--- src/ddodom_pkg.sv ---
// Shared definitions for the differential drive odometry block: widths,
// CORDIC constants, multiplier operand codes and controller/datapath structs.
// No dependencies.
`timescale 1ns / 1ps

package ddodom_pkg;

    // CORDIC iteration count, capped at the atan table length
    localparam int CORDIC_STEPS = 16;
    localparam int CORDIC_N     = (CORDIC_STEPS > 32) ? 32 : CORDIC_STEPS;
    localparam int CNT_W        = (CORDIC_N > 1) ? $clog2(CORDIC_N) : 1;

    // Field and datapath widths
    localparam int CNT_IN_W = 32;   // encoder count
    localparam int MPP_W    = 24;   // Q0.24 metres per pulse
    localparam int GAIN_W   = 32;   // Q16.16 angle units per metre
    localparam int POS_W    = 48;   // Q32.16 positions and travel
    localparam int HEAD_W   = 32;   // binary angle
    localparam int MUL_W    = 33;   // signed multiplier operand
    localparam int PROD_W   = 2 * MUL_W;
    localparam int ACC_W    = 82;   // partial product sum
    localparam int CW       = 34;   // CORDIC x/y/z
    localparam int STEP_W   = 50;   // position increment
    localparam int CFG_W    = 32;

    // Rotation start value, gain 0.607252935 in Q2.30
    localparam logic [31:0] CORDIC_GAIN = 32'h26DD3B6A;

    // Configuration register indexes
    localparam logic CFG_MPP  = 1'b0;
    localparam logic CFG_GAIN = 1'b1;

    // Operand pair for the shared multiplier
    typedef enum logic [3:0] {
        MUL_DL = 4'd0,
        MUL_DR = 4'd1,
        MUL_LT = 4'd2,
        MUL_RT = 4'd3,
        MUL_HH = 4'd4,
        MUL_HL = 4'd5,
        MUL_XH = 4'd6,
        MUL_XL = 4'd7,
        MUL_YH = 4'd8,
        MUL_YL = 4'd9
    } mul_sel_t;

    // Controller to datapath commands
    typedef struct packed {
        logic     load_in;
        logic     mul_en;
        mul_sel_t mul_sel;
        logic     cap_dl;
        logic     cap_dr;
        logic     cap_lt;
        logic     cap_rt;
        logic     acc_load;
        logic     head_upd;
        logic     cordic_init;
        logic     cordic_step;
        logic     step_cap;
        logic     x_upd;
        logic     y_upd;
        logic     out_load;
    } dp_cmd_t;

    // Datapath to controller status
    typedef struct packed {
        logic cordic_last;
    } dp_stat_t;

    // atan(2^-i) in binary angle units
    function automatic logic [31:0] atan_lut(input logic [4:0] idx);
        logic [31:0] r;
        unique case (idx)
            5'd0:  r = 32'h20000000;
            5'd1:  r = 32'h12E4051E;
            5'd2:  r = 32'h09FB385B;
            5'd3:  r = 32'h051111D4;
            5'd4:  r = 32'h028B0D43;
            5'd5:  r = 32'h0145D7E1;
            5'd6:  r = 32'h00A2F61E;
            5'd7:  r = 32'h00517C55;
            5'd8:  r = 32'h0028BE53;
            5'd9:  r = 32'h00145F2F;
            5'd10: r = 32'h000A2F98;
            5'd11: r = 32'h000517CC;
            5'd12: r = 32'h00028BE6;
            5'd13: r = 32'h000145F3;
            5'd14: r = 32'h0000A2FA;
            5'd15: r = 32'h0000517D;
            5'd16: r = 32'h000028BE;
            5'd17: r = 32'h0000145F;
            5'd18: r = 32'h00000A30;
            5'd19: r = 32'h00000518;
            5'd20: r = 32'h0000028C;
            5'd21: r = 32'h00000146;
            5'd22: r = 32'h000000A3;
            5'd23: r = 32'h00000051;
            5'd24: r = 32'h00000029;
            5'd25: r = 32'h00000014;
            5'd26: r = 32'h0000000A;
            5'd27: r = 32'h00000005;
            5'd28: r = 32'h00000003;
            5'd29: r = 32'h00000001;
            5'd30: r = 32'h00000001;
            5'd31: r = 32'h00000000;
        endcase
        return r;
    endfunction

endpackage

--- src/ddodom_ctrl.sv ---
// Controller of the odometry block: sequences the multiplier passes, CORDIC
// iterations and position updates, and runs both handshakes.
// Depends on ddodom_pkg.
`timescale 1ns / 1ps

module ddodom_ctrl
    import ddodom_pkg::*;
(
    input  logic     clk,
    input  logic     rst_n,
    input  logic     in_valid,
    output logic     in_stall,
    output logic     out_valid,
    input  logic     out_stall,
    output dp_cmd_t  cmd,
    input  dp_stat_t stat
);

    typedef enum logic [16:0] {
        S_IDLE   = 17'h00001,
        S_MUL_DL = 17'h00002,
        S_MUL_DR = 17'h00004,
        S_MUL_LT = 17'h00008,
        S_MUL_RT = 17'h00010,
        S_MUL_HH = 17'h00020,
        S_MUL_HL = 17'h00040,
        S_HEAD   = 17'h00080,
        S_CINIT  = 17'h00100,
        S_CITER  = 17'h00200,
        S_MUL_XH = 17'h00400,
        S_MUL_XL = 17'h00800,
        S_MUL_YH = 17'h01000,
        S_MUL_YL = 17'h02000,
        S_YSUM   = 17'h04000,
        S_YACC   = 17'h08000,
        S_OUT    = 17'h10000
    } state_t;

    state_t state_reg;
    state_t state_next;
    logic   out_valid_reg;
    logic   out_valid_next;
    logic   out_free;

    assign in_stall = (state_reg != S_IDLE);
    assign out_free = !out_valid_reg || !out_stall;

    // Sequence one transaction through the datapath
    always_comb
    begin
        state_next = state_reg;
        cmd        = '0;
        unique case (state_reg)
            S_IDLE:
            begin
                if (in_valid)
                begin
                    cmd.load_in = 1'b1;
                    state_next  = S_MUL_DL;
                end
            end
            S_MUL_DL:
            begin
                cmd.mul_en  = 1'b1;
                cmd.mul_sel = MUL_DL;
                state_next  = S_MUL_DR;
            end
            S_MUL_DR:
            begin
                cmd.mul_en  = 1'b1;
                cmd.mul_sel = MUL_DR;
                cmd.cap_dl  = 1'b1;
                state_next  = S_MUL_LT;
            end
            S_MUL_LT:
            begin
                cmd.mul_en  = 1'b1;
                cmd.mul_sel = MUL_LT;
                cmd.cap_dr  = 1'b1;
                state_next  = S_MUL_RT;
            end
            S_MUL_RT:
            begin
                cmd.mul_en  = 1'b1;
                cmd.mul_sel = MUL_RT;
                cmd.cap_lt  = 1'b1;
                state_next  = S_MUL_HH;
            end
            S_MUL_HH:
            begin
                cmd.mul_en  = 1'b1;
                cmd.mul_sel = MUL_HH;
                cmd.cap_rt  = 1'b1;
                state_next  = S_MUL_HL;
            end
            S_MUL_HL:
            begin
                cmd.mul_en   = 1'b1;
                cmd.mul_sel  = MUL_HL;
                cmd.acc_load = 1'b1;
                state_next   = S_HEAD;
            end
            S_HEAD:
            begin
                cmd.head_upd = 1'b1;
                state_next   = S_CINIT;
            end
            S_CINIT:
            begin
                cmd.cordic_init = 1'b1;
                state_next      = S_CITER;
            end
            S_CITER:
            begin
                cmd.cordic_step = 1'b1;
                if (stat.cordic_last)
                    state_next = S_MUL_XH;
            end
            S_MUL_XH:
            begin
                cmd.mul_en  = 1'b1;
                cmd.mul_sel = MUL_XH;
                state_next  = S_MUL_XL;
            end
            S_MUL_XL:
            begin
                cmd.mul_en   = 1'b1;
                cmd.mul_sel  = MUL_XL;
                cmd.acc_load = 1'b1;
                state_next   = S_MUL_YH;
            end
            S_MUL_YH:
            begin
                cmd.mul_en   = 1'b1;
                cmd.mul_sel  = MUL_YH;
                cmd.step_cap = 1'b1;
                state_next   = S_MUL_YL;
            end
            S_MUL_YL:
            begin
                cmd.mul_en   = 1'b1;
                cmd.mul_sel  = MUL_YL;
                cmd.acc_load = 1'b1;
                cmd.x_upd    = 1'b1;
                state_next   = S_YSUM;
            end
            S_YSUM:
            begin
                cmd.step_cap = 1'b1;
                state_next   = S_YACC;
            end
            S_YACC:
            begin
                cmd.y_upd  = 1'b1;
                state_next = S_OUT;
            end
            S_OUT:
            begin
                // hold until the output register is free
                if (out_free)
                begin
                    cmd.out_load = 1'b1;
                    state_next   = S_IDLE;
                end
            end
            default:
            begin
                state_next = S_IDLE;
            end
        endcase
    end

    // Set on a new result, drop once taken
    assign out_valid_next = cmd.out_load ? 1'b1 : (out_valid_reg && out_stall);

    always_ff @(posedge clk or negedge rst_n)
    begin
        if (!rst_n)
        begin
            state_reg     <= S_IDLE;
            out_valid_reg <= 1'b0;
        end
        else
        begin
            state_reg     <= state_next;
            out_valid_reg <= out_valid_next;
        end
    end

    assign out_valid = out_valid_reg;

    a_accept_starts: assert property (@(posedge clk) disable iff (!rst_n)
        (in_valid && !in_stall) |=> (state_reg == S_MUL_DL))
        else $error("accepted transaction did not start the multiply sequence");

    a_result_from_finish: assert property (@(posedge clk) disable iff (!rst_n)
        $rose(out_valid) |-> $past(state_reg == S_OUT))
        else $error("result raised outside the finish step");

    a_finish_holds: assert property (@(posedge clk) disable iff (!rst_n)
        (state_reg == S_OUT && out_valid_reg && out_stall) |=> (state_reg == S_OUT))
        else $error("finish step left while the output register was full");

    a_cordic_exit: assert property (@(posedge clk) disable iff (!rst_n)
        (state_reg == S_CITER && stat.cordic_last) |=> (state_reg == S_MUL_XH))
        else $error("rotation did not hand over to the position multiply");

endmodule

--- config.mk ---
export PLATFORM = sky130hd
export DESIGN_NAME = ddodom_ctrl
export DESIGN_NICKNAME = d
export VERILOG_FILES = /design/src/ddodom_pkg.sv /design/src/ddodom_ctrl.sv
export SDC_FILE = /design/constraint.sdc
export NUM_CORES = 1
export LEC_CHECK = 0
export BUFFER_PORTS_ARGS = -buffer_cell sky130_fd_sc_hd__buf_2
export CAP_MARGIN = 20
export CORE_UTILIZATION = 50
export CTS_CLUSTER_DIAMETER = 150
export DETAILED_ROUTE_END_ITERATION = 8
export GPL_TIMING_DRIVEN = 0
export HOLD_SLACK_MARGIN = 0.06
export PLACE_DENSITY_LB_ADDON = 0.12
export RECOVER_POWER = 25
export SLEW_MARGIN = 20
export SYNTH_ARGS = -nofsm -noshare
export SYNTH_HDL_FRONTEND = slang
export SYNTH_SLANG_ARGS = --single-unit
export TNS_END_PERCENT = 50
--- constraint.sdc ---
create_clock -name clk -period 7.23 [get_ports clk]
set_input_delay 0.723 -clock clk [delete_from_list [all_inputs] [get_ports clk]]
set_output_delay 0.723 -clock clk [all_outputs]
set_load 0.05 [all_outputs]
# ---- Word level (Yosys, flattened, before mapping)
# Cells that the tools add are included.
dict set report totals {
  out_inout_bits 20
  input_bits 5
  elab_cells 51
  regBits 18
}
dict set report op_classes {
  n_eq_ne 21
  reduce_logical 7
  muxes 21
}
# cell count
set op_table {}
lappend op_table {{$pmux 17 s17} 1}
lappend op_table {{$mux 17} 3}
lappend op_table {{$pmux 5 s10} 1}
lappend op_table {{$eq 17x1->1 const B} 1}
lappend op_table {{$eq 17x10->1 const B} 1}
lappend op_table {{$eq 17x11->1 const B} 1}
lappend op_table {{$eq 17x12->1 const B} 1}
lappend op_table {{$eq 17x13->1 const B} 1}
lappend op_table {{$eq 17x14->1 const B} 1}
lappend op_table {{$eq 17x15->1 const B} 1}
lappend op_table {{$eq 17x16->1 const B} 1}
lappend op_table {{$eq 17x17->1 const B} 1}
lappend op_table {{$eq 17x2->1 const B} 1}
lappend op_table {{$eq 17x3->1 const B} 1}
lappend op_table {{$eq 17x4->1 const B} 1}
lappend op_table {{$eq 17x5->1 const B} 1}
lappend op_table {{$eq 17x6->1 const B} 1}
lappend op_table {{$eq 17x7->1 const B} 1}
lappend op_table {{$eq 17x8->1 const B} 1}
lappend op_table {{$eq 17x9->1 const B} 1}
lappend op_table {{$ne 17x1->1 const B} 1}
lappend op_table {{$mux 1} 16}
lappend op_table {{$ne 2x2->1 const B} 3}
lappend op_table {{$reduce_and 3->1} 1}
lappend op_table {{other kinds (5)} 6}

# ---- Longest topological paths before layout
# Gate-level depths: netlist of run 1.
dict set report depth {
  word_depth 5
  depth_mapped 7
  mapped_depth_nobuf 5
}

# ---- Worst setup path after synthesis of run 1
# No wires, ideal clock.
dict set report synth_timing {
  path_kind {register -> output}
  startpoint {register state_reg[2]}
  endpoint {output cmd[12] (netlist bit)}
  setup_slack_ns 2.684
  path_buffers 2
  required_time_ns 6.507
  t_arrival_ns 3.823
  path_stages_with_launch 8
  path_cell_list {dfrtp_1 buf_6 or4_4 buf_6 or4_4 nor3_1 or3_1 or3_1}
}
# item line
set synth_rtl {}
lappend synth_rtl {{start, declared} ddodom_ctrl.sv:39} ;# state_t state_reg;
lappend synth_rtl {{start signal, assigned} ddodom_ctrl.sv:185} ;# state_reg <= state_next;
lappend synth_rtl {{end, declared} ddodom_ctrl.sv:15} ;# output dp_cmd_t cmd,

==> metrics.md, run 1 <==
| Metric | Value |
|---|---|
| Area Growth Syn to Fin | 18.4% |
| Maxcap violations | 0 |
| Clk slew on worst S/H paths | 0.11 ns |
| Slowest CP cell | or4_4 |
| Max reg flops | 17 |
| Flops & latches, synth | 18 |
| Slew Viols, Final | 0 |
| Register area share after synthesis | 44.6% |
| Critical path cell sequence | or4_4, buf_6, or4_4, nor3_1, or3_1, or3_1, buf_2 |
| Postcts setup bufs | 0 |
| CTS Buf Count | 3 |
| Worst-skew pair later-pin latency | 0.30 ns |
| H-tree levels | 1 |
| Cell Count, Final, Fillers Out | 160 |
| Max Buffers Root-to-Sink | 2 |
| Most frequent cells in the layout | 23 x buf_2, 17 x dfrtp_1, 12 x nor2_1 |
| Total Wirelength | 2.09 mm |
| Mapped cell area | 1010 µm² |
| Reg2reg end | state_reg[0]$_DFFE_PN1P_ |
| Die height | 47.0 µm |
| Largest net degree at the start of global routing | 19 |
| DR vias | 885 |
| Avg Vias per Cell | 5.53 |
| Net Count, Synth | 112 |
| Peak Freq | 276 MHz |
| Initial DRC Count | 12 |
| # hold bufs at CTS | 0 |
| Pwr Total | 0.344 mW |
| Leak | 0.708 nW |
| Crit-path max FO | 9 |
| Die X | 47.0 µm |
| FF-to-FF Start | state_reg[3]$_DFFE_PN0P_ |
| Setup_tns | 0 ns |
| Crit path arrival time | 2.90 ns |
| Initial Util | 55.7% |
| Worst path max stage delay | 0.56 ns |
| Req. time, crit path | 6.51 ns |
| Synth Instances | 107 |
| Synth area leader | dfrtp_1 |
| Unrepaired setup endpoints after global routing | no |
| I/O Pins | 25 |
| Fin Clk Skew | 0.0103 ns |
| Post-CTS sizing | 0 |
| Final RePlAce weighted congestion | 0.842 |
| Antenna violations before repair | 0 |
| Peak supply drop | 0.167 mV |
| CP Capture Type | primary output |
| Worst hold path type | input pin to async pin |
| Layout cells sized above 1 | 25.9% |
| Antenna Nets Post-Route | 0 |
| Final hold vios | 0 |
| Global-route wire length before repair | 3.47 mm |
| Top delay family on crit path | simple AND/OR/NAND/NOR gates |
| Final HPWL DP | 1.62 mm |
| Clk root buf | clkbuf_4 |
| GRT overflow | 0 |
| CP Launch Type | flop |
| Final period util | 50.1% |
| Commonest non-fill, non-tap cell in the layout | buf_2 |
| Die area | 2210 µm² |
| Fillcell total | 169 |
| Period minus WS final | 3.62 ns |
| Total track usage | 22.7% |
| I/O Buffers | 24 |
| Final core utilization | 65.9% |
| Core area | 1820 µm² |
| Worst-Margin Slew | 0.984 ns |
| Wirelength per Cell | 13.1 µm |
| Worst reg-to-reg path cell count | 6 |
| CP Buf/Inv Count | 2 |
| Number of core rows | 15 |
| Layout net count | 141 |
| Vias in the first global route | 775 |
| Relative slew margins | 34.4% |
| Crit Path Category | flop to primary output |
| Hold WS | 0.549 ns |
| R2R Setup Slk | 4.78 ns |
| DRC | 0 |
| Clock sinks | 18 |
| Syn avg cell area | 9.47 µm² |
| TritonCTS clock tree | done |
| DRT Pass-1 Iters | 4 |
| Post-synth top area share | 42.0% |
| Dpl cells | 156 |
| Yosys warns | 0 |
| CP Launch Point | state_reg[3]$_DFFE_PN0P_ |
| Final setup fails | 0 |
| Pwr dens | 286 nW/µm² |
| Top post-synthesis cells by area | dfrtp_1 42%, nor2_1 4.4%, nor4b_1 4.3% |
| Status | complete, no violations |
| Count of different cell masters after synthesis | 37 |
| # diodes | 0 |
layout make-up:
type / instances / area (µm²) / area share (%)
Multi-Input combinational cell: 79 / 509 / 42.4
Sequential cell: 18 / 452 / 37.6
Timing Repair Buffer: 24 / 119 / 9.91
Clock buffer: 4 / 36.3 / 3.02
Tap cell: 25 / 31.3 / 2.61
Buffer: 3 / 26.3 / 2.19
Inverter: 7 / 26.3 / 2.19
how the worst max path moves through the flow:
stage / cells past startpoint / to
6_report: 7 / cmd[12]
4_1_cts: 7 / cmd[12]
3_3_place_gp: 8 / cmd[12]
3_5_place_dp: 7 / cmd[12]
2_1_floorplan: 7 / cmd[12]
5_1_grt: 7 / cmd[12]
metal layers:
metal,vias up,wire length [µm],GRT usage (%)
met5,-,0,0
met1,411,980,31.0
met2,17,995,36.4
li1,452,-,-
met4,0,41,8.57
met3,5,73,3.46
logic make-up after synthesis:
family	Yosys count	synth area share, %
compound gates	13	9.26
xor+xnor	3	2.59
buf+inv	10	5.19
flops	18	44.6
simple gates	63	38.4
stage by stage:
step	setup WS (ns)	cell area (µm²)
2_1_floorplan	2.68	1010
3_3_place_gp	4.01	1160
3_5_place_dp	3.97	1160
4_1_cts	3.61	1200
5_1_grt	3.51	1200
6_report	3.61	1200
synthesized netlist by cell type:
master     number
nand4_1         1
buf_6           2
nand2_1         3
and2_1          3
xor2_1          2
nor2_1         12
a22oi_1         1
dfstp_2         1
dfrtp_1        17
o22ai_1         2
o21bai_1        1
nand3_1         2
o2111ai_1       1
or3b_1          1
a21o_1          1
and3b_1         2
or4_4           2
nand3b_1        1
or2_1           1
xnor2_1         1
a211o_1         1
or3_1           6
or2_2           1
or3_4           1
nand2b_1        4
and3_1          6
inv_1           7
o21ai_0         3
nor4_1          5
o211ai_2        1
nor3_1          3
or4_1           2
a21oi_1         1
clkbuf_1        1
o32ai_1         1
nor2b_1         2
nor4b_1         5
where the power goes:
part           internal (mW)  switching, mW
Clock                 0.0307         0.0315
Sequential             0.110        0.00523
Combinational         0.0587          0.107
Total                  0.200          0.144
(Power assumes the default switching activity.)
==> run 2, diff against run 1 <==
--- a/config.mk
+++ b/config.mk
@@ -7,7 +7,7 @@
 export LEC_CHECK = 0
 export BUFFER_PORTS_ARGS = -buffer_cell sky130_fd_sc_hd__buf_2
 export CAP_MARGIN = 20
-export CORE_UTILIZATION = 50
+export CORE_UTILIZATION = 46
 export CTS_CLUSTER_DIAMETER = 150
 export DETAILED_ROUTE_END_ITERATION = 8
 export GPL_TIMING_DRIVEN = 0
==> constraint.sdc (replaced) <==
create_clock -name clk -period 2.9 [get_ports clk]
set_input_delay 0.29 -clock clk [delete_from_list [all_inputs] [get_ports clk]]
set_output_delay 0.29 -clock clk [all_outputs]
set_load 0.05 [all_outputs]
==> run 2 against run 1 <==
Effect of this change: the flow now finishes with violations (setup timing); sequential share of layout area fell by 6.8 points; power rose to 3.2 times the previous value; routed wire length rose by 39%; first-iteration DRC count rose by 67%; cell area rose by 22%; clock skew fell by 0.0092 ns; cell count rose by 8.8%; clock power rose to 2.5 times the previous value; register-to-register slack got worse by 4.5 ns; count of clock-buffer cells in the layout did not move; non-clock buffer count rose by 12; largest cell class unchanged.
==> metrics.md, run 2 (same netlist as run 1, synthesis figures left out) <==
| Metric | Value |
|---|---|
| FF-to-FF Start | state_reg[2]$_DFFE_PN0P_ |
| Total Wirelength | 2.91 mm (+39%) |
| Layout net count | 153 (+8.5%) |
| I/O Pins | 25 (unchanged) |
| Die X | 48.9 µm (+4.1%) |
| DRT Pass-1 Iters | 4 (unchanged) |
| TritonCTS clock tree | done |
| # diodes | 0 (unchanged) |
| Worst reg-to-reg path cell count | 8 (+2) |
| Peak supply drop | 0.408 mV (+140%) |
| Worst-skew pair later-pin latency | 0.30 ns (about the same) |
| Initial DRC Count | 20 (+8) |
| Layout cells sized above 1 | 43.5% (+18 points) |
| Top delay family on crit path | simple AND/OR/NAND/NOR gates |
| Pwr dens | 741 nW/µm² (+160%) |
| Final period util | 101% |
| Commonest non-fill, non-tap cell in the layout | buf_2 |
| Crit Path Category | flop to primary output |
| Clock sinks | 18 (unchanged) |
| CP Launch Type | flop |
| CP Launch Point | state_reg[2]$_DFFE_PN0P_ |
| Unrepaired setup endpoints after global routing | yes |
| Leak | 0.782 nW (+10%) |
| Setup_tns | -0.0194 ns (-0.0194 ns) |
| Largest net degree at the start of global routing | 19 (unchanged) |
| Slew Viols, Final | 0 (unchanged) |
| Worst hold path type | input pin to flop |
| Die area | 2400 µm² (+8.3%) |
| Failing checks | setup timing |
| Peak Freq | 343 MHz |
| Max reg flops | 17 (unchanged) |
| Initial Util | 50.1% (-5.5 points) |
| Wirelength per Cell | 16.7 µm (+28%) |
| Avg Vias per Cell | 5.70 (+3.1%) |
| Final RePlAce weighted congestion | 0.795 (-5.6%) |
| Clk slew on worst S/H paths | 0.10 ns (about the same) |
| CTS Buf Count | 3 (unchanged) |
| Worst setup path endpoint | cmd[3] |
| Status | finished, violations left |
| Stages on worst setup path | 6 (-1) |
| R2R Setup Slk | 0.25 ns (-4.53 ns) |
| Req. time, crit path | 2.61 ns (-3.90 ns) |
| Worst path max stage delay | 0.60 ns (+0.04 ns) |
| Core area | 2020 µm² (+11%) |
| CP Capture Type | primary output |
| Area Growth Syn to Fin | 44.9% |
| Crit path arrival time | 2.63 ns (-0.27 ns) |
| DRC | 0 (unchanged) |
| Total track usage | 23.8% (+1.1 points) |
| DR vias | 992 (+12%) |
| Antenna Nets Post-Route | 0 (unchanged) |
| Maxcap violations | 0 (unchanged) |
| H-tree levels | 1 (unchanged) |
| Clk root buf | clkbuf_4 |
| Critical path cell sequence | buf_6, or4_4, or4_4, or3_4, o22ai_4, buf_6 |
| I/O Buffers | 24 (unchanged) |
| Crit-path max FO | 5 (-4) |
| Number of core rows | 16 (+1) |
| GRT overflow | 0 (unchanged) |
| Max Buffers Root-to-Sink | 2 (unchanged) |
| Global-route wire length before repair | 4.32 mm (+24%) |
| Vias in the first global route | 931 (+20%) |
| Final hold vios | 0 (unchanged) |
| Antenna violations before repair | 0 (unchanged) |
| Reg2reg end | state_reg[0]$_DFFE_PN1P_ |
| Final worst slack | -0.0194 ns (-3.63 ns) |
| Die height | 48.9 µm (+4.1%) |
| Period minus WS final | 2.92 ns |
| Slowest CP cell | or4_4 |
| Final HPWL DP | 1.67 mm (+2.9%) |
| Fin Clk Skew | 0.00104 ns (-0.00925 ns) |
| Final setup fails | 1 (+1) |
| Most frequent cells in the layout | 18 x buf_2, 16 x dfrtp_1, 14 x buf_4 |
| CP Buf/Inv Count | 2 (unchanged) |
| Worst-Margin Slew | 0.999 ns (+0.0149 ns) |
| Relative slew margins | 33.4% (-0.99 points) |
| Pwr Total | 1.09 mW (+220%) |
[run 2: cell types whose count changed in the layout (fill, tap and decap cells not counted), moves of 3 or more]
cell,previous run,this run
buf_4,0,14
buf_2,23,18
nor4_4,0,3
nor4_1,5,1
[run 2: cell type report]
type | instances | area (µm²)
fillers | 154 | 553
clock buffers | 4 | 36.3
well taps | 27 | 33.8
multi-input cells | 79 | 654
inverters | 7 | 26.3
plain buffers | 1 | 11.3
flip-flops and latches | 18 | 453
repair buffers | 38 | 254
[run 2: power breakdown]
part	switching, mW	leakage [nW]	internal, mW	total [mW]
sequential	0.0323	0.245	0.276	0.308
combinational	0.351	0.516	0.273	0.624
clock	0.0806	0.0210	0.0766	0.157
[run 2: routing by layer]
layer  GRT usage [%]  share of wire, %  vias to the layer above
met4            8.33               1.1                        0
met5               0                 0                        -
met1            32.7                42                      480
li1                -                 -                      474
met3            2.80               4.2                        6
met2            38.7                53                       32
[run 2: metrics by stage]
step | utilization [%] | setup WS, ns | instances | hold WS [ns] | area, µm²
4_1_cts | 64.7 | -0.0260 | 165 | 0.141 | 1310
3_5_place_dp | 59.8 | 0.0737 | 158 | 0.242 | 1210
5_1_grt | 72.6 | -0.0842 | 174 | 0.152 | 1470
2_1_floorplan | - | -0.227 | 107 | -0.00559 | 1060
3_3_place_gp | 59.8 | 0.0955 | 158 | 0.245 | 1210
6_report | 72.6 | -0.0194 | 174 | 0.142 | 1470
[run 2: timing repair]
action / 4_1_cts / 5_1_grt
endpoints found under the setup margin: 7 / 8
hold endpoints to repair: 17 / 0
pin swaps: 5 / 6
hold buffers: 1 / 0
gates resized for setup: 10 / 18
buffers inserted: 4 / 9
cloned: 0 / 0
[run 2: worst min-delay path by stage]
| stage | start | to | slack [ns] | cells past startpoint |
|---|---|---|---|---|
| floorplan | rst_n | out_valid$_DFF_PN0_ | -0.006 | 0 |
| global placement | rst_n | state_reg[15]$_DFFE_PN0P_ | 0.24 | 1 |
| detailed placement | rst_n | state_reg[15]$_DFFE_PN0P_ | 0.24 | 1 |
| CTS | in_valid | state_reg[0]$_DFFE_PN1P_ | 0.14 | 2 |
| global route | in_valid | state_reg[0]$_DFFE_PN1P_ | 0.15 | 2 |
| finish | in_valid | state_reg[0]$_DFFE_PN1P_ | 0.14 | 2 |
